===== src/rtl/fcv_pkg.sv =====
package fcv_pkg;

	// Datapath geometry.
	localparam int MAX_TAPS = 6;
	localparam int SAMPLE_WIDTH = 16;
	localparam int COEF_WIDTH = 16;
	localparam int COEF_REGS = 6;
	localparam int RESULT_WIDTH = 34;
	localparam int TAP_COUNT_WIDTH = 3;
	localparam int TAPS_W = $clog2(MAX_TAPS + 1);
	localparam int PROD_W = SAMPLE_WIDTH + COEF_WIDTH;
	localparam int ACC_W = (PROD_W + 3 > RESULT_WIDTH) ? PROD_W + 3 : RESULT_WIDTH;
	localparam int HALF_TAPS = (MAX_TAPS + 1) / 2;

	// Queue depths; both are powers of two so the pointers wrap on their own.
	localparam int IN_DEPTH = 4;
	localparam int IN_PTR_W = $clog2(IN_DEPTH);
	localparam int OUT_DEPTH = 8;
	localparam int OUT_PTR_W = $clog2(OUT_DEPTH);

	// Configuration register map.
	localparam int CFG_INDEX_W = 3;
	localparam int CFG_DATA_W = 16;
	localparam logic [CFG_INDEX_W-1:0] CFG_TAP_COUNT = 3'd0;
	localparam logic [CFG_INDEX_W-1:0] CFG_COEF_FIRST = 3'd1;
	localparam logic [TAP_COUNT_WIDTH-1:0] TAP_COUNT_RESET = 3'd3;

	typedef struct packed {
		logic signed [SAMPLE_WIDTH-1:0] sample;
		logic                           last;
	} item_t;

	typedef struct packed {
		logic signed [RESULT_WIDTH-1:0] value;
		logic                           last;
	} res_t;

	typedef struct packed {
		logic                   valid;
		logic [CFG_INDEX_W-1:0] index;
		logic [CFG_DATA_W-1:0]  data;
	} cfg_wr_t;

	// Effective tap count: zero counts as one, large values clamp to the maximum.
	function automatic logic [TAPS_W-1:0] taps_in_use(input logic [TAP_COUNT_WIDTH-1:0] tc);
		logic [TAPS_W-1:0] t;
		begin
			if (tc == '0) begin
				t = TAPS_W'(1);
			end else if (int'(tc) > MAX_TAPS) begin
				t = TAPS_W'(MAX_TAPS);
			end else begin
				t = TAPS_W'(tc);
			end
			return t;
		end
	endfunction

endpackage


===== src/rtl/fcv_front.sv =====
module fcv_front (
	input  logic             clk,
	input  logic             arst_n,
	input  logic             push,
	output logic             full,
	input  fcv_pkg::item_t   item,
	output fcv_pkg::item_t   head,
	output logic             head_valid,
	input  logic             head_pop
);

	fcv_pkg::item_t                   mem_q [fcv_pkg::IN_DEPTH];
	logic [fcv_pkg::IN_PTR_W-1:0]     wr_ptr_q;
	logic [fcv_pkg::IN_PTR_W-1:0]     rd_ptr_q;
	logic [fcv_pkg::IN_PTR_W:0]       count_q;
	logic                             wr_en;
	logic                             rd_en;

	// Input transfer and hand-off to the back end.
	assign full = (count_q == (fcv_pkg::IN_PTR_W + 1)'(fcv_pkg::IN_DEPTH));
	assign head_valid = (count_q != '0);
	assign head = mem_q[rd_ptr_q];
	assign wr_en = push && !full;
	assign rd_en = head_pop && head_valid;

	// Entry storage.
	always_ff @(posedge clk) begin
		if (wr_en) begin
			mem_q[wr_ptr_q] <= item;
		end
	end

	// Pointers and fill count.
	always_ff @(posedge clk or negedge arst_n) begin
		if (!arst_n) begin
			wr_ptr_q <= '0;
			rd_ptr_q <= '0;
			count_q <= '0;
		end else begin
			if (wr_en) begin
				wr_ptr_q <= wr_ptr_q + 1'b1;
			end
			if (rd_en) begin
				rd_ptr_q <= rd_ptr_q + 1'b1;
			end
			if (wr_en && !rd_en) begin
				count_q <= count_q + 1'b1;
			end else if (rd_en && !wr_en) begin
				count_q <= count_q - 1'b1;
			end
		end
	end

endmodule


===== config.mk =====
export PLATFORM = sky130hd
export DESIGN_NAME = fcv_front
export DESIGN_NICKNAME = d
export VERILOG_FILES = /design/src/rtl/fcv_pkg.sv /design/src/rtl/fcv_front.sv
export SDC_FILE = /design/constraint.sdc
export NUM_CORES = 1
export LEC_CHECK = 0
export BUFFER_PORTS_ARGS = -buffer_cell sky130_fd_sc_hd__buf_2
export CAP_MARGIN = 20
export CORE_ASPECT_RATIO = 1.2
export CORE_MARGIN = 8
export CORE_UTILIZATION = 35
export CTS_BUF_LIST = sky130_fd_sc_hd__clkbuf_8
export CTS_CLUSTER_DIAMETER = 40
export DETAILED_ROUTE_END_ITERATION = 8
export PLACE_DENSITY_LB_ADDON = 0.1
export SLEW_MARGIN = 0
export SYNTH_ARGS = -nofsm -noshare
export SYNTH_HDL_FRONTEND = slang
export SYNTH_SLANG_ARGS = --single-unit

===== constraint.sdc =====
create_clock -name clk -period 5.9 [get_ports clk]
set_input_delay 0.59 -clock clk [delete_from_list [all_inputs] [get_ports clk]]
set_output_delay 0.59 -clock clk [all_outputs]
set_load 0.05 [all_outputs]

**Word level (Yosys, flattened, before mapping)**

Memories as Yosys holds them, arrays and structs flattened.
Index checks and enable logic that the tools add are counted.
Widths: inputs -> output; s select.

- Eq/ne operators: 1
- Add/sub/neg operators: 4
- Mux-type cells: 4
- Reduce and logical (&&, ||, !) cells: 9

Operators by type and width:

| kind | number |
|---|---|
| $mux 3 | 2 |
| $add 2x1->2 const B | 2 |
| $logic_and 1x1->1 | 4 |
| $add 3x1->3 const B | 1 |
| $eq 3x3->1 const B | 1 |
| $logic_not 1->1 | 3 |
| $reduce_bool 3->1 | 1 |
| $sub 3x1->3 const B | 1 |
| $mux 1 | 2 |
| $reduce_bool 2->1 | 1 |

- Memories: 1
- Register bits after elaboration: 7
- Bits in writable memories: 68
- Output and inout port bits: 19
- Word-level logic and storage cells: 22

Memories:

| memory | depth | bits a word | read ports | clocked after memory_dff | write ports | line | text |
|---|---|---|---|---|---|---|---|
| mem_q | 4 | 17 | 1 | 0 | 1 | fcv_front.sv:12 | `fcv_pkg::item_t mem_q [fcv_pkg::IN_DEPTH];` |

**Logic depth before layout (Yosys ltp)**

- Word-level depth: 7
- Mapped depth: 9
- Depth with buffers taken out: 8

**Least setup slack after synthesis**

Ideal clock, no wire load.

- Path type: register to register
- From: register count_q[0] (netlist name)
- To: register count_q[1] (netlist name)
- Arrival: 2.159 ns
- Required time: 5.775 ns
- Stages on the path, launching flop included: 8
- Setup time: 0.125 ns
- Path slack: 3.617 ns
- Cell sequence: dfrtp_1 -> nor3b_4 -> nor2b_1 -> buf_6 -> ha_1 -> inv_1 -> fa_1 -> mux2_2

- Cells in the longest elaborated chain, start to end: 6
- Elaborated cells on any way between the ends: 14
- Those cells by class: add/sub: 2; eq/ne: 1; mux: 2; reduce/logical: 9

RTL lines:

| item | line | text |
|---|---|---|
| start, declared | fcv_front.sv:15 | `logic [fcv_pkg::IN_PTR_W:0] count_q;` |
| start signal, assigned | fcv_front.sv:47 | `count_q <= count_q + 1'b1;` |
| start signal, assigned | fcv_front.sv:49 | `count_q <= count_q - 1'b1;` |
| $eq 3x3->1 * | fcv_front.sv:20 | `assign full = (count_q == (fcv_pkg::IN_PTR_W + 1)'(fcv_pkg::IN_DEPTH));` |
| named net full | fcv_front.sv:5 | `output logic full,` |
| $logic_not 1->1 * | fcv_front.sv:23 | `assign wr_en = push && !full;` |
| $logic_and 1x1->1 * | fcv_front.sv:23 |  |
| named net wr_en | fcv_front.sv:16 | `logic wr_en;` |
| $logic_not 1->1 | fcv_front.sv:48 | `end else if (rd_en && !wr_en) begin` |
| $logic_and 1x1->1 | fcv_front.sv:48 |  |
| $reduce_bool 2->1 (no source line) | -- |  |

Mark *: on every way through the listed nets, which the timed path passes. The rest lies on a longest branch. The select of a mux whose other input is x is not followed.
A chain may end at the register's enable or synchronous reset.

==> flow_summary.ini <==
[layout]
syn2layout_area_growth_pct = 17.32
drive_above_1_share_pct = 37.14
multi_input_area_sq_um = 651.9
n_fill_cell = 725
nNetsFinal = 197
n_antenna_cell = 0
layout_commonest_cell = edfxtp_1
regArea_sq_um = 2217
layout_common_cells = edfxtp_1 (68), buf_2 (39), mux4_1 (9), clkbuf_8 (9), mux4_2 (8)

[route]
num_vias = 1288
wire_per_inst_um = 17.43
finalWirelength_um = 5036
viasPerCell = 4.457
drcViolationCount = 0
drtIter0Drc = 28
first_pass_iters = 4
ant_nets = 0

[yosys]
synthCells = 124
ys_ff_latch = 75
yosysUniqueCellTypes = 21
syn_area_per_cell_sq_um = 23.65
yosysWarnings = 0
synth_nets = 151
ys_seq_area_share_pct = 75.60
syn_area_sq_um = 2933

[setup_path]
max_stage_delay_ns = 0.68
crit_path_start_kind = register
critical-path-slowest-cell = dfrtp_1
crit_type = register to output pin
r2r_setup_slack_ns = 3.65
arrival_ns = 2.05
path_delay_family = flip-flops
r2r-start = count_q[2]
r2r-end = mem_q[2][11]
crit_path_end_kind = output pin
crit_path_max_fanout = 11
r2r_cells = 3
crit_buf_inv = 2
required_ns = 5.31
crit_chain = buf_8, mux4_1, buf_2

[grt]
grt_pass1_vias = 1545
antenna_found_initial = 0
grt_start_max_net_pins = 20
grtUsageTotal_pct = 9.658
grt_pass1_wl_um = 8010
grt_overflow = 0

[clock_tree]
cts_made_buffers = 9
clockRootBuffer = clkbuf_8
htreeDepth = 3
cts_resized = 0
cts_post_setup_buffers_inserted = 0
insertion_delay_ns = 0.33
cts_buffer_depth = 2
path_clk_slew_ns = 0.07
hold_buffers = 0
cts.sinks = 75
cts_tree = done

[sta]
hold_viol = 0
finalMaxSlewViolations = 0
tightest_slew_ns = 0.9674
finalSetupTns_ns = 0
hold-worst-slack_ns = 0.07822
clock.fmax_mhz = 379.5
rsz0062_at_grt = no
setup_violations = 0
min_period_over_period_pct = 44.66
skew_ns = 0.01061
relSlewSlack_pct = 35.51
layout_setup_ws_ns = 3.265
final.min_clock_period_ns = 2.635

[pwr]
total_power_w = 0.001931
pwr-share-comb_pct = 37.7
switchingPower_w = 0.0007404
seq_power_share_pct = 41.2
p_sw_share_pct = 38.34
clkPwrFrac_pct = 21.1
cellPowerDensity_nw_per_um2 = 561.2
peakVddDrop_mv = 0.2339
power.leakage_nw = 1.236
internal_power_w = 0.001191

[die]
die_w_um = 99.57
start_util_pct = 35.97
die-area_sq_um = 11580
pin_count = 40
rows = 36
core_region_area_sq_um = 8153
die_y_um = 116.3

[placed_design]
hpwl_um = 3216
dp_slack_ns = 3.276
gp_congestion = 0.6340
port_buffers = 39

[outcome]
status = finished, final reports clean

[job]
maxCapViolCount = 0

[worst_hold_path]
hold_path.class = primary input to asynchronous set/reset pin
[registers in the layout (all words and copies together), names as in the netlist]
register and count:
count_q 3, rd_ptr_q 2, wr_ptr_q 2, mem_q 68
[through the flow]
stage	cells	utilization (%)	area [sq um]
2_1_floorplan	124	-	2933
3_3_place_gp	272	39.47	3218
3_5_place_dp	272	39.47	3218
4_1_cts	288	42.02	3426
5_1_grt	289	42.20	3441
6_report	289	42.20	3441
[routing by layer]
metal,global-route usage [%],vias to the layer above,wire length (um)
met5,0,-,0
met4,6.269,0,84
met3,3.220,8,219
met2,15.87,30,2553
met1,10.57,653,2178
li1,-,597,-
[synthesized netlist by cell type, drive strengths merged]
| library cell | number | area (sq um) |
|---|---|---|
| ha | 5 | 62.56 |
| xor2 | 2 | 17.52 |
| nor2 | 1 | 3.750 |
| mux2 | 2 | 26.27 |
| nor3b | 1 | 18.77 |
| nand2 | 1 | 3.750 |
| nor2b | 1 | 6.260 |
| mux4 | 17 | 416.7 |
| and2 | 4 | 25.02 |
| edfxtp | 68 | 2042 |
| buf | 5 | 52.55 |
| inv | 3 | 11.26 |
| fa | 1 | 20.02 |
| dfrtp | 7 | 175.2 |
| nand3 | 1 | 5.000 |
| or3 | 1 | 11.26 |
| xnor2 | 4 | 35.03 |
[power groups by stage]
stage / registers (W) / clock network [W] / logic (W)
after floorplan: 0.000753 / 0 / 0.000639
after global placement: 0.000822 / 0 / 0.000704
after detailed placement: 0.000835 / 0 / 0.000715
after CTS: 0.000822 / 0.000417 / 0.000717
after global routing: 0.000816 / 0.000440 / 0.000778
final: 0.000796 / 0.000407 / 0.000728
[how the worst max path moves through the flow]
stage / depth (start not counted) / startpoint / endpoint / slack [ns]
2_1_floorplan: 7 / count_q[0] / count_q[1] / 3.62
3_3_place_gp: 2 / rd_ptr_q[0] / head[15] / 3.30
3_5_place_dp: 2 / rd_ptr_q[0] / head[15] / 3.28
4_1_cts: 2 / rd_ptr_q[0] / head[15] / 2.91
5_1_grt: 3 / rd_ptr_q[0] / head[15] / 3.09
6_report: 3 / rd_ptr_q[0] / head[15] / 3.26
[kinds of logic (layout without fill, tap and decap cells)]
family        after synthesis  after routing  synth area share, %
fa+ha+maj                   6              6                2.816
xor+xnor                    6              6                1.792
buf+inv                     8             59                2.176
simple gates               10             10                2.517
flops                      75             75                75.60
mux                        19             19                15.10
[cell type report]
class | instances | share of cell area, %
Sequential cell | 75 | 64.44
Multi-Input combinational cell | 41 | 18.95
Timing Repair Buffer | 40 | 6.109
Tap cell | 114 | 4.145
Clock buffer | 9 | 3.600
Clock inverter | 7 | 2.436
Inverter | 3 | 0.3273
(Power assumes the default switching activity.)
