### src/rtl/fcv_pkg.sv
package fcv_pkg;

	// Datapath geometry.
	localparam int MAX_TAPS = 6;
	localparam int SAMPLE_WIDTH = 16;
	localparam int COEF_WIDTH = 16;
	localparam int COEF_REGS = 6;
	localparam int RESULT_WIDTH = 34;
	localparam int TAP_COUNT_WIDTH = 3;
	localparam int TAPS_W = $clog2(MAX_TAPS + 1);
	localparam int PROD_W = SAMPLE_WIDTH + COEF_WIDTH;
	localparam int ACC_W = (PROD_W + 3 > RESULT_WIDTH) ? PROD_W + 3 : RESULT_WIDTH;
	localparam int HALF_TAPS = (MAX_TAPS + 1) / 2;

	// Queue depths; both are powers of two so the pointers wrap on their own.
	localparam int IN_DEPTH = 4;
	localparam int IN_PTR_W = $clog2(IN_DEPTH);
	localparam int OUT_DEPTH = 8;
	localparam int OUT_PTR_W = $clog2(OUT_DEPTH);

	// Configuration register map.
	localparam int CFG_INDEX_W = 3;
	localparam int CFG_DATA_W = 16;
	localparam logic [CFG_INDEX_W-1:0] CFG_TAP_COUNT = 3'd0;
	localparam logic [CFG_INDEX_W-1:0] CFG_COEF_FIRST = 3'd1;
	localparam logic [TAP_COUNT_WIDTH-1:0] TAP_COUNT_RESET = 3'd3;

	typedef struct packed {
		logic signed [SAMPLE_WIDTH-1:0] sample;
		logic                           last;
	} item_t;

	typedef struct packed {
		logic signed [RESULT_WIDTH-1:0] value;
		logic                           last;
	} res_t;

	typedef struct packed {
		logic                   valid;
		logic [CFG_INDEX_W-1:0] index;
		logic [CFG_DATA_W-1:0]  data;
	} cfg_wr_t;

	// Effective tap count: zero counts as one, large values clamp to the maximum.
	function automatic logic [TAPS_W-1:0] taps_in_use(input logic [TAP_COUNT_WIDTH-1:0] tc);
		logic [TAPS_W-1:0] t;
		begin
			if (tc == '0) begin
				t = TAPS_W'(1);
			end else if (int'(tc) > MAX_TAPS) begin
				t = TAPS_W'(MAX_TAPS);
			end else begin
				t = TAPS_W'(tc);
			end
			return t;
		end
	endfunction

endpackage

### src/rtl/fcv_outq.sv
module fcv_outq (
	input  logic           clk,
	input  logic           arst_n,
	input  logic           wr_valid,
	input  fcv_pkg::res_t  wr_data,
	output logic           empty,
	input  logic           pop,
	output fcv_pkg::res_t  head
);

	fcv_pkg::res_t                    mem_q [fcv_pkg::OUT_DEPTH];
	logic [fcv_pkg::OUT_PTR_W-1:0]    wr_ptr_q;
	logic [fcv_pkg::OUT_PTR_W-1:0]    rd_ptr_q;
	logic [fcv_pkg::OUT_PTR_W:0]      count_q;
	logic                             rd_en;

	// The back end never writes without credit, so no full check is needed here.
	assign empty = (count_q == '0);
	assign head = mem_q[rd_ptr_q];
	assign rd_en = pop && !empty;

	// Entry storage.
	always_ff @(posedge clk) begin
		if (wr_valid) begin
			mem_q[wr_ptr_q] <= wr_data;
		end
	end

	// Pointers and fill count.
	always_ff @(posedge clk or negedge arst_n) begin
		if (!arst_n) begin
			wr_ptr_q <= '0;
			rd_ptr_q <= '0;
			count_q <= '0;
		end else begin
			if (wr_valid) begin
				wr_ptr_q <= wr_ptr_q + 1'b1;
			end
			if (rd_en) begin
				rd_ptr_q <= rd_ptr_q + 1'b1;
			end
			if (wr_valid && !rd_en) begin
				count_q <= count_q + 1'b1;
			end else if (rd_en && !wr_valid) begin
				count_q <= count_q - 1'b1;
			end
		end
	end

endmodule

### config.mk
export PLATFORM = sky130hd
export DESIGN_NAME = fcv_outq
export DESIGN_NICKNAME = d
export VERILOG_FILES = /design/src/rtl/fcv_pkg.sv /design/src/rtl/fcv_outq.sv
export SDC_FILE = /design/constraint.sdc
export NUM_CORES = 1
export LEC_CHECK = 0
export ABC_AREA = 0
export BUFFER_PORTS_ARGS = -buffer_cell sky130_fd_sc_hd__clkbuf_2
export CELL_PAD_IN_SITES_DETAIL_PLACEMENT = 0
export CELL_PAD_IN_SITES_GLOBAL_PLACEMENT = 2
export CORE_MARGIN = 2
export CORE_UTILIZATION = 45
export DETAILED_ROUTE_END_ITERATION = 10
export PLACE_DENSITY = 0.82
export SETUP_SLACK_MARGIN = 0.1
export SLEW_MARGIN = 0
export SYNTH_ARGS = -nofsm -noshare
export SYNTH_HDL_FRONTEND = slang
export SYNTH_SLANG_ARGS = --single-unit
### constraint.sdc
create_clock -name clk -period 6.15 [get_ports clk]
set_input_delay 1.23 -clock clk [delete_from_list [all_inputs] [get_ports clk]]
set_output_delay 1.23 -clock clk [all_outputs]
set_load 0.01 [all_outputs]
# == After elaboration in Yosys (flattened, before gate mapping) ==
# Memory sizes are Yosys's and may differ from the RTL's.
# Cells that the tools add are included.
# totals
reg_bits,10
mem_bits_rw,280
wordCells,20
n_memories,1
# classes
add_sub_neg,4
muxes,4
n_reduce_logical,8
# mem_list
memory,depth,word_bits,rd,rd_clocked_by_memory_dff,wr,line,text
mem_q,8,35,1,0,1,fcv_outq.sv:11,fcv_pkg::res_t mem_q [fcv_pkg::OUT_DEPTH];
# op_table
cell,count
4-bit two-way mux,2
"3-bit by 1-bit adder with 3-bit output, second input constant",2
"4-bit by 1-bit adder with 4-bit output, second input constant",1
4-bit zero test,1
"4-bit by 1-bit subtractor with 4-bit output, second input constant",1
1-bit logical AND,3
1-bit zero test,3
1-bit two-way mux,2
2-bit nonzero test,1

# == Longest topological paths before layout ==
# Gate-level depths: netlist of run 1.
# logic_depth
depth_word,6
ltp_mapped,7
ltp_nobuf,7

# == Worst setup path before layout of run 1 ==
# Ideal clock, no wire load.
# synth_timing
path_type,input port to flip-flop
from,input wr_valid
to,"memory mem_q[0][0] in the netlist's numbering, enable pin"
setup_ns,0.471
arrival_ns,3.731
path_slack_ns,1.948
path_stages,2
n_path_buf,0
path_cell_list,nand2b_1 > nor3_1
# synth_via
elab_chain_cells,2
# synth_rtl
item,line,text
start: declaration,fcv_outq.sv:4,"input logic wr_valid,"
1-bit two-way mux,fcv_outq.sv:24,if (wr_valid) begin
1-bit two-way mux (not written as such),fcv_outq.sv:25,mem_q[wr_ptr_q] <= wr_data;
end: declaration,fcv_outq.sv:11,
# Every way passes these cells.

==> results.json, run 1 <==
{
  "status": "completed",
  "port_buffers": 74,
  "ys_ff_latch": 290,
  "combPwrFrac_pct": 24.8,
  "root_buffer": "clkbuf_16",
  "crit_buf_inv": 1,
  "finalHoldViolations": 0,
  "cp-end-kind": "primary output",
  "nets": 602,
  "critPathLaunchType": "register",
  "path_clk_slew_ns": 0.06,
  "dpl.cell_count": 857,
  "max_stage_delay_ns": 1.19,
  "synth.distinct_cells": 28,
  "syn_avg_cell_area_sq_um": 24.5,
  "hold_class": "reg2reg",
  "crit_chain": "mux4_1 > mux2_2 > clkbuf_2",
  "clock_sinks": 290,
  "drc_errors": 0,
  "globalRouteOverflowTotal": 0,
  "grt_pass1_wl_microns": 31600,
  "syn_to_final_growth_pct": 15.4,
  "num_io_pins": 75,
  "die_area_sq_um": 26600,
  "antenna_found_initial": 1,
  "vias": 5009,
  "gp_congestion": 0.701,
  "ys_warn_count": 0,
  "worst_pin_slew_ns": 1.23,
  "critPathArrivalTime_ns": 2.94,
  "synth.area.top_cells": "edfxtp_1 (74%), mux4_1 (16%), mux2_2 (3.8%)",
  "synth_edf_count": 280,
  "grt_pass1_vias": 5248,
  "ir_worst_vdd_mv": 0.278,
  "ctsLongestPathBuffers": 3,
  "synthesis.nets": 510,
  "grt_use_total_pct": 16.1,
  "stdcell_count": 909,
  "min-delay-start": "wr_ptr_q[2]",
  "initial_core_util_pct": 45.5,
  "cts_buffers": 28,
  "hold_depth": 1,
  "seq_area_frac_synth_pct": 76.0,
  "p_per_area_nw_per_um2": 465,
  "synthCells": 465,
  "core_area_sq_um": 25000,
  "grt_max_degree": 73,
  "cts-resized-gates": 0,
  "drtIter0Drc": 318,
  "fin_setup_tns_ns": 0,
  "rsz0062_at_grt": "false",
  "synth_top_area_share_pct": 73.8,
  "critical-path-slowest-cell": "dfrtp_4",
  "maxCapViolCount": 0,
  "rr_startpoint": "count_q[0]",
  "synth_area_leader_cell": "edfxtp_1",
  "finalCritPeriodShare_pct": 67.8,
  "r2r_cells": 7,
  "slew_headroom_pct": 18.2,
  "min_period_ns": 4.17,
  "p_switching_uw": 1690,
  "path_max_fanout": 72,
  "insertion_delay_ns": 0.53,
  "worstPathRequired_ns": 4.92,
  "htreeDepth": 1,
  "maxSlewViolCount": 0,
  "fillers": 1871,
  "finalSetupViolCount": 0,
  "max_freq_mhz": 240,
  "power_leakage_uw": 0.00451,
  "syn-cell-area_sq_um": 11400,
  "die_y_microns": 163,
  "ant_nets": 0,
  "pwr-share-clk_pct": 29.3,
  "crit_family": "flip-flops",
  "async_flop_share_pct": 3.45,
  "fin_skew_ns": 0.00733,
  "postCtsSetupBuffers": 0,
  "drt-total-wl_microns": 21000,
  "startpoint": "rd_ptr_q[0]",
  "crit_type": "reg2out",
  "dp_hpwl_microns": 10900,
  "cp_num_cells": 3,
  "avgRoutedWirePerCell_microns": 23.2,
  "vias_per_cell": 5.51,
  "row_count": 58,
  "dr.pass1.iters": 4,
  "die_w_microns": 163,
  "layout-drive-gt1-share_pct": 30.8,
  "cts_tree": "done",
  "p_seq_share_pct": 45.9,
  "cts_hold_buf": 0,
  "p_int_uw": 4420,
  "switching_share_pct": 27.7,
  "ys.flop_type": "edfxtp_1"
}
cells by family after synthesis:
logic type / share of synthesized area (%)
XOR/XNOR: 0.461
multiplexers: 20.0
adder cells (fa/ha/maj): 0.725
flip-flops: 76.0
AND/OR/NAND/NOR: 1.02
buffers and inverters: 1.30
AO/OA/AOI/OAI: 0.505
power groups by stage:
| stage | clock (uW) | combinational, uW | sequential [uW] |
|---|---|---|---|
| floorplan | 0 | 1240 | 2600 |
| global placement | 0 | 1520 | 2830 |
| detailed placement | 0 | 1550 | 2860 |
| CTS | 1830 | 1560 | 2810 |
| global route | 1910 | 1640 | 2840 |
| finish | 1790 | 1520 | 2800 |
area by class of cell:
class | instances | area [sq um] | area share, %
antenna | 1 | 2.50 | 0.0190
sequential | 290 | 8660 | 65.9
tap | 330 | 413 | 3.14
inverter | 2 | 7.51 | 0.0571
clock inverter | 17 | 234 | 1.78
clock buffer | 34 | 744 | 5.66
timing repair buffer | 83 | 438 | 3.33
multi-input combinational | 152 | 2640 | 20.1
stage by stage:
stage	total power [uW]	utilization (%)	setup slack (ns)	hold WS (ns)	instance area, sq um
finish	6110	52.5	1.98	0.531	13100
global placement	4340	48.6	2.58	0.479	12200
floorplan	3840	-	1.95	0.457	11400
global route	6390	52.5	1.86	0.544	13100
CTS	6200	52.5	1.95	0.525	13100
detailed placement	4410	48.6	2.53	0.509	12200
registers in the layout, summed over array words and instances, names as in the netlist:
name / count
rd_ptr_q: 3
count_q: 4
wr_ptr_q: 3
mem_q: 280
per-layer routing:
| layer | share of wire [%] | up-vias | wire (microns) | global-route usage, % |
|---|---|---|---|---|
| met5 | 0 | - | 0 | 0 |
| met4 | 1.6 | 0 | 346 | 4.30 |
| met3 | 4.9 | 28 | 1030 | 2.84 |
| met2 | 52 | 113 | 10900 | 27.9 |
| met1 | 42 | 2635 | 8800 | 21.1 |
| li1 | - | 2233 | - | - |
final timing paths:
| path | end | slack, ns |
|---|---|---|
| setup / recovery | head[22] | 1.98 |
| hold / removal | wr_ptr_q[2] | 0.53 |
| setup reg to reg | count_q[3] | 3.32 |
| hold reg to reg | wr_ptr_q[2] | 0.53 |
| max in group asynchronous | rd_ptr_q[0] | 5.36 |
| min in group asynchronous | count_q[2] | 0.56 |
synthesized netlist by cell type (2+ instances only):
cell and n:
nor3_1 3, nor2_1 7, nand3_1 2, mux4_1 70, ha_1 5, xor2_1 2
clkbuf_1 11, a21oi_1 2, inv_1 2, nand2b_1 3, nand2_1 5, dfrtp_1 10
o211ai_1 2, edfxtp_1 280, xnor2_1 4, mux2_2 38, buf_6 8
cells in the final DEF (no fill, tap or decap), types with 3 or more instances in the layout:
| cell type | netlist | layout |
|---|---|---|
| clkbuf_16 | 0 | 29 |
| mux2_2 | 38 | 38 |
| buf_4 | 0 | 9 |
| clkinv_2 | 0 | 10 |
| clkbuf_1 | 11 | 5 |
| nor2_4 | 0 | 6 |
| clkbuf_2 | 0 | 74 |
| mux4_1 | 70 | 70 |
| dfrtp_1 | 10 | 7 |
| nand2_1 | 5 | 5 |
| ha_1 | 5 | 5 |
| xnor2_1 | 4 | 4 |
| edfxtp_1 | 280 | 280 |
| bufinv_16 | 0 | 6 |
| nand2b_1 | 3 | 3 |
(Power assumes the default switching activity.)
==> run 2: changes to the inputs <==
==> constraint.sdc (replaced) <==
create_clock -name clk -period 4.3 [get_ports clk]
set_input_delay 0.86 -clock clk [delete_from_list [all_inputs] [get_ports clk]]
set_output_delay 0.86 -clock clk [all_outputs]
set_load 0.01 [all_outputs]
==> run 2 against run 1 <==
Design area is 0.18% higher. Sequential power is 40% higher. Global-route usage is 0.17 points lower. Final cell count is 0.66% higher. Critical endpoint is now head[13].
==> results.json, run 2 (synthesized netlist as in run 1, its figures left out) <==
{
  "critPathLaunchType": "register",
  "fin_skew_ns": 0.0100,
  "drc_errors": 0,
  "avgRoutedWirePerCell_microns": 22.6,
  "row_count": 58,
  "critPathArrivalTime_ns": 2.81,
  "place_ws_ns": 1.17,
  "final_cell_mix": "edfxtp_1 (280), clkbuf_2 (74), mux4_1 (70)",
  "crit_chain": "buf_12 > mux4_1 > mux2_2 > clkbuf_2",
  "worst_pin_slew_ns": 1.09,
  "max_stage_delay_ns": 0.91,
  "vias": 5056,
  "grt_max_degree": 46,
  "maxCapViolCount": 0,
  "slew_headroom_pct": 27.2,
  "grtUsageMet3_pct": 2.56,
  "clock_sinks": 290,
  "ctsLongestPathBuffers": 3,
  "r2r_slack_ns": 1.42,
  "rr_startpoint": "count_q[0]",
  "cts_buffers": 29,
  "r2r_cells": 7,
  "vias_per_cell": 5.53,
  "finalPower_uw": 8670,
  "hold_slack_ns": 0.196,
  "cp-end-kind": "primary output",
  "postCtsSetupBuffers": 0,
  "num_io_pins": 75,
  "ant_nets": 0,
  "die_y_microns": 163,
  "fin_setup_tns_ns": 0,
  "setup_slack_ns": 0.631,
  "use_met1_pct": 19.5,
  "globalRouteOverflowTotal": 0,
  "ir_worst_vdd_mv": 0.312,
  "initial_core_util_pct": 45.5,
  "finalCritPeriodShare_pct": 85.3,
  "largest_reg_flops": 280,
  "port_buffers": 74,
  "drtIter0Drc": 314,
  "grt_use_total_pct": 15.9,
  "hold_class": "in2async",
  "finalHoldViolations": 0,
  "cts-resized-gates": 0,
  "top_regs": "mem_q x280, count_q x4",
  "dp_hpwl_microns": 11600,
  "syn_to_final_growth_pct": 15.6,
  "path_max_fanout": 45,
  "gp_congestion": 0.667,
  "status": "completed",
  "max_freq_mhz": 273,
  "worstReg2RegEnd": "count_q[3]",
  "maxSlewViolCount": 0,
  "die_area_sq_um": 26600,
  "core_area_sq_um": 25000,
  "cts_tree": "done",
  "layout-drive-gt1-share_pct": 30.7,
  "antenna_found_initial": 1,
  "finalSetupViolCount": 0,
  "p_per_area_nw_per_um2": 658,
  "min_period_ns": 3.67,
  "insertion_delay_ns": 0.53,
  "nets": 607,
  "dr.pass1.iters": 4,
  "path_clk_slew_ns": 0.06,
  "die_w_microns": 163,
  "cts_hold_buf": 0,
  "grt_use_met2_pct": 29.4,
  "crit_type": "reg2out",
  "fillers": 1916,
  "htreeDepth": 1,
  "grt_pass1_wl_microns": 31500,
  "power_leakage_uw": 0.00451,
  "rsz0062_at_grt": "false",
  "drt-total-wl_microns": 20700,
  "grt_pass1_vias": 5307,
  "root_buffer": "clkbuf_16",
  "busiest_layer": "met2",
  "worstPathRequired_ns": 3.44,
  "critical-path-slowest-cell": "dfrtp_4",
  "regMostFlops": "mem_q",
  "final_common_cell": "edfxtp_1"
}
[run 2: cell count changes in the layout (fill, tap and decap cells not counted)]
cell,delta
buf_4,+2
inv_6,+1
clkinv_1,+6
clkbuf_1,-1
clkinvlp_4,+3
buf_12,+2
clkinv_4,+1
bufinv_16,-2
clkinv_2,-6
[run 2: how the worst max path moves through the flow]
stage,from,to,slack (ns),cells after the start
global route,rd_ptr_q[0],head[2],0.52,4
detailed placement,rd_ptr_q[0],head[11],1.17,4
finish,rd_ptr_q[0],head[13],0.63,4
global placement,rd_ptr_q[0],head[34],1.20,4
floorplan,wr_valid,mem_q[0][0],0.47,2
CTS,rd_ptr_q[0],head[8],0.60,4
[run 2: where the power goes]
part	switching [uW]	internal [uW]	total, uW
combinational	1070	1210	2280
sequential	365	3560	3930
clock	991	1470	2460
total	2430	6240	8670
[run 2: metal layers]
metal  up-vias  wire length (microns)  part of all wire [%]
met3        37                    850                   4.1
met4         0                    452                   2.2
met2       109                  10900                    53
li1       2241                      -                     -
met1      2669                   8450                    41
met5         -                      0                     0
[run 2: worst max-delay path: cells and delay by family (launching register included)]
| kind | cells | cell delay [ns] |
|---|---|---|
| flops | 1 | 0.91 |
| mux | 2 | 0.87 |
| buf+inv | 2 | 0.43 |
[run 2: layout make-up]
cell class	instances	area [sq um]	share of cell area [%]
Sequential cell	290	8660	65.8
Inverter	2	7.51	0.0570
Antenna cell	1	2.50	0.0190
Multi-Input combinational cell	152	2640	20.1
Clock inverter	20	206	1.57
Tap cell	330	413	3.14
Clock buffer	33	741	5.62
Timing Repair Buffer	87	493	3.74
[run 2: through the flow]
step           utilization [%]  instance area (sq um)  cells
2_1_floorplan                -                  11400    465
3_3_place_gp              48.8                  12200    861
3_5_place_dp              48.8                  12200    861
4_1_cts                   52.6                  13200    914
5_1_grt                   52.6                  13200    914
6_report                  52.6                  13200    915
==> run 3: changes to the inputs <==
--- a/config.mk
+++ b/config.mk
@@ -12,7 +12,7 @@
 export CORE_MARGIN = 2
 export CORE_UTILIZATION = 45
 export DETAILED_ROUTE_END_ITERATION = 10
-export PLACE_DENSITY = 0.82
+export PLACE_DENSITY = 0.79
 export SETUP_SLACK_MARGIN = 0.1
 export SLEW_MARGIN = 0
 export SYNTH_ARGS = -nofsm -noshare
==> constraint.sdc (replaced) <==
create_clock -name clk -period 4.6 [get_ports clk]
set_input_delay 0.92 -clock clk [delete_from_list [all_inputs] [get_ports clk]]
set_output_delay 0.92 -clock clk [all_outputs]
set_load 0.01 [all_outputs]
==> run 3 against run 2 <==
Clock-buffer cell count rose by 2. Worst hold slack improved by 0.060 ns. Clock skew fell by 0.0046 ns. Register-to-register slack improved by 0.31 ns. Sequential power fell by 7.4%. Clock power fell by 15%. First-iteration DRC count rose by 18%. Die area did not move. Sequential share of layout area rose by 0.53 points. Critical endpoint is now head[23]. Largest cell class unchanged.
==> results.json, run 3 (synthesized netlist as in run 1, its figures left out) <==
{
  "avgRoutedWirePerCell_microns": 22.7,
  "max_freq_mhz": 273,
  "die_area_sq_um": 26600,
  "insertion_delay_ns": 0.53,
  "dr.pass1.iters": 4,
  "cts-resized-gates": 0,
  "grt_pass1_wl_microns": 31400,
  "htreeDepth": 1,
  "antenna_found_initial": 1,
  "fin_skew_ns": 0.00540,
  "rsz0062_at_grt": "false",
  "grt_pass1_vias": 5316,
  "top_regs": "mem_q x280, count_q x4",
  "r2r_slack_ns": 1.73,
  "regMostFlops": "mem_q",
  "crit_type": "reg2out",
  "cts_tree": "done",
  "cts_buffers": 29,
  "slew_headroom_pct": 23.2,
  "final_common_cell": "edfxtp_1",
  "min_period_ns": 3.66,
  "fillers": 1967,
  "layout-drive-gt1-share_pct": 30.1,
  "drt-total-wl_microns": 20700,
  "gp_congestion": 0.675,
  "worstPathRequired_ns": 3.68,
  "cp-end-kind": "primary output",
  "dp_hpwl_microns": 11300,
  "path_max_fanout": 43,
  "postCtsSetupBuffers": 0,
  "antenna_cells": 0,
  "finalPower_uw": 7910,
  "die_y_microns": 163,
  "finalCritPeriodShare_pct": 79.5,
  "final_cell_mix": "edfxtp_1 (280), clkbuf_2 (74), mux4_1 (70)",
  "drtIter0Drc": 370,
  "core_area_sq_um": 25000,
  "grt_use_total_pct": 16.0,
  "nets": 607,
  "syn_to_final_growth_pct": 14.7,
  "vias": 5016,
  "hold_class": "in2async",
  "drc_errors": 0,
  "fin_setup_tns_ns": 0,
  "finalHoldViolations": 0,
  "finalSetupViolCount": 0,
  "initial_core_util_pct": 45.5,
  "vias_per_cell": 5.50,
  "critPathLaunchType": "register",
  "globalRouteOverflowTotal": 0,
  "maxCapViolCount": 0,
  "status": "completed",
  "p_per_area_nw_per_um2": 605,
  "path_clk_slew_ns": 0.06,
  "die_w_microns": 163,
  "port_buffers": 74,
  "clock_sinks": 290,
  "power_leakage_uw": 0.00447,
  "root_buffer": "clkbuf_16",
  "ir_worst_vdd_mv": 0.361,
  "ctsLongestPathBuffers": 3,
  "largest_reg_flops": 280,
  "num_io_pins": 75,
  "maxSlewViolCount": 0,
  "row_count": 58,
  "grt_max_degree": 47,
  "ant_nets": 0,
  "cts_hold_buf": 0,
  "worst_pin_slew_ns": 1.15,
  "critPathArrivalTime_ns": 2.74
}
## run 3: final cells by class
cell class / count / area (sq um) / share of cell area (%)
tap: 330 / 413 / 3.16
multi-input combinational: 152 / 2640 / 20.2
clock buffer: 35 / 748 / 5.73
clock inverter: 16 / 96.3 / 0.737
timing repair buffer: 87 / 493 / 3.77
inverter: 2 / 7.51 / 0.0575
sequential: 290 / 8660 / 66.3
## run 3: final timing paths
path                              from     endpoint  cells past startpoint
hold reg to reg            wr_ptr_q[2]  wr_ptr_q[2]                      1
min in group clk           wr_ptr_q[2]  wr_ptr_q[2]                      1
hold / removal                  arst_n   count_q[1]                      1
max in group asynchronous       arst_n  rd_ptr_q[0]                      1
setup / recovery           rd_ptr_q[0]     head[23]                      4
setup reg to reg            count_q[0]   count_q[3]                      7
## run 3: stage by stage
| stage | setup slack (ns) | std cells | hold slack [ns] | util [%] | instance area, sq um |
|---|---|---|---|---|---|
| 6_report | 0.942 | 912 | 0.256 | 52.2 | 13100 |
| 4_1_cts | 0.861 | 912 | 0.247 | 52.2 | 13100 |
| 5_1_grt | 0.842 | 912 | 0.257 | 52.2 | 13100 |
| 3_3_place_gp | 1.49 | 861 | 0.483 | 48.8 | 12200 |
| 3_5_place_dp | 1.44 | 861 | 0.487 | 48.8 | 12200 |
| 2_1_floorplan | 0.708 | 465 | 0.457 | - | 11400 |
## run 3: critical path: stages, from the launching register on
cell,delay (ns)
dfrtp_4,0.75
buf_12,0.35
mux4_1,0.61
mux2_2,0.29
clkbuf_2,0.14
## run 3: metal layers
| metal | wire, microns | up-vias | GRT usage, % |
|---|---|---|---|
| li1 | - | 2236 | - |
| met2 | 10300 | 119 | 27.5 |
| met5 | 12 | - | 0 |
| met3 | 1240 | 36 | 3.66 |
| met1 | 8600 | 2623 | 20.5 |
| met4 | 516 | 2 | 4.38 |
## run 3: power by group
group	total, uW	internal (uW)	switching [uW]
registers	3640	3330	313
clock network	2090	1200	893
logic	2170	1120	1050
total	7910	5650	2250
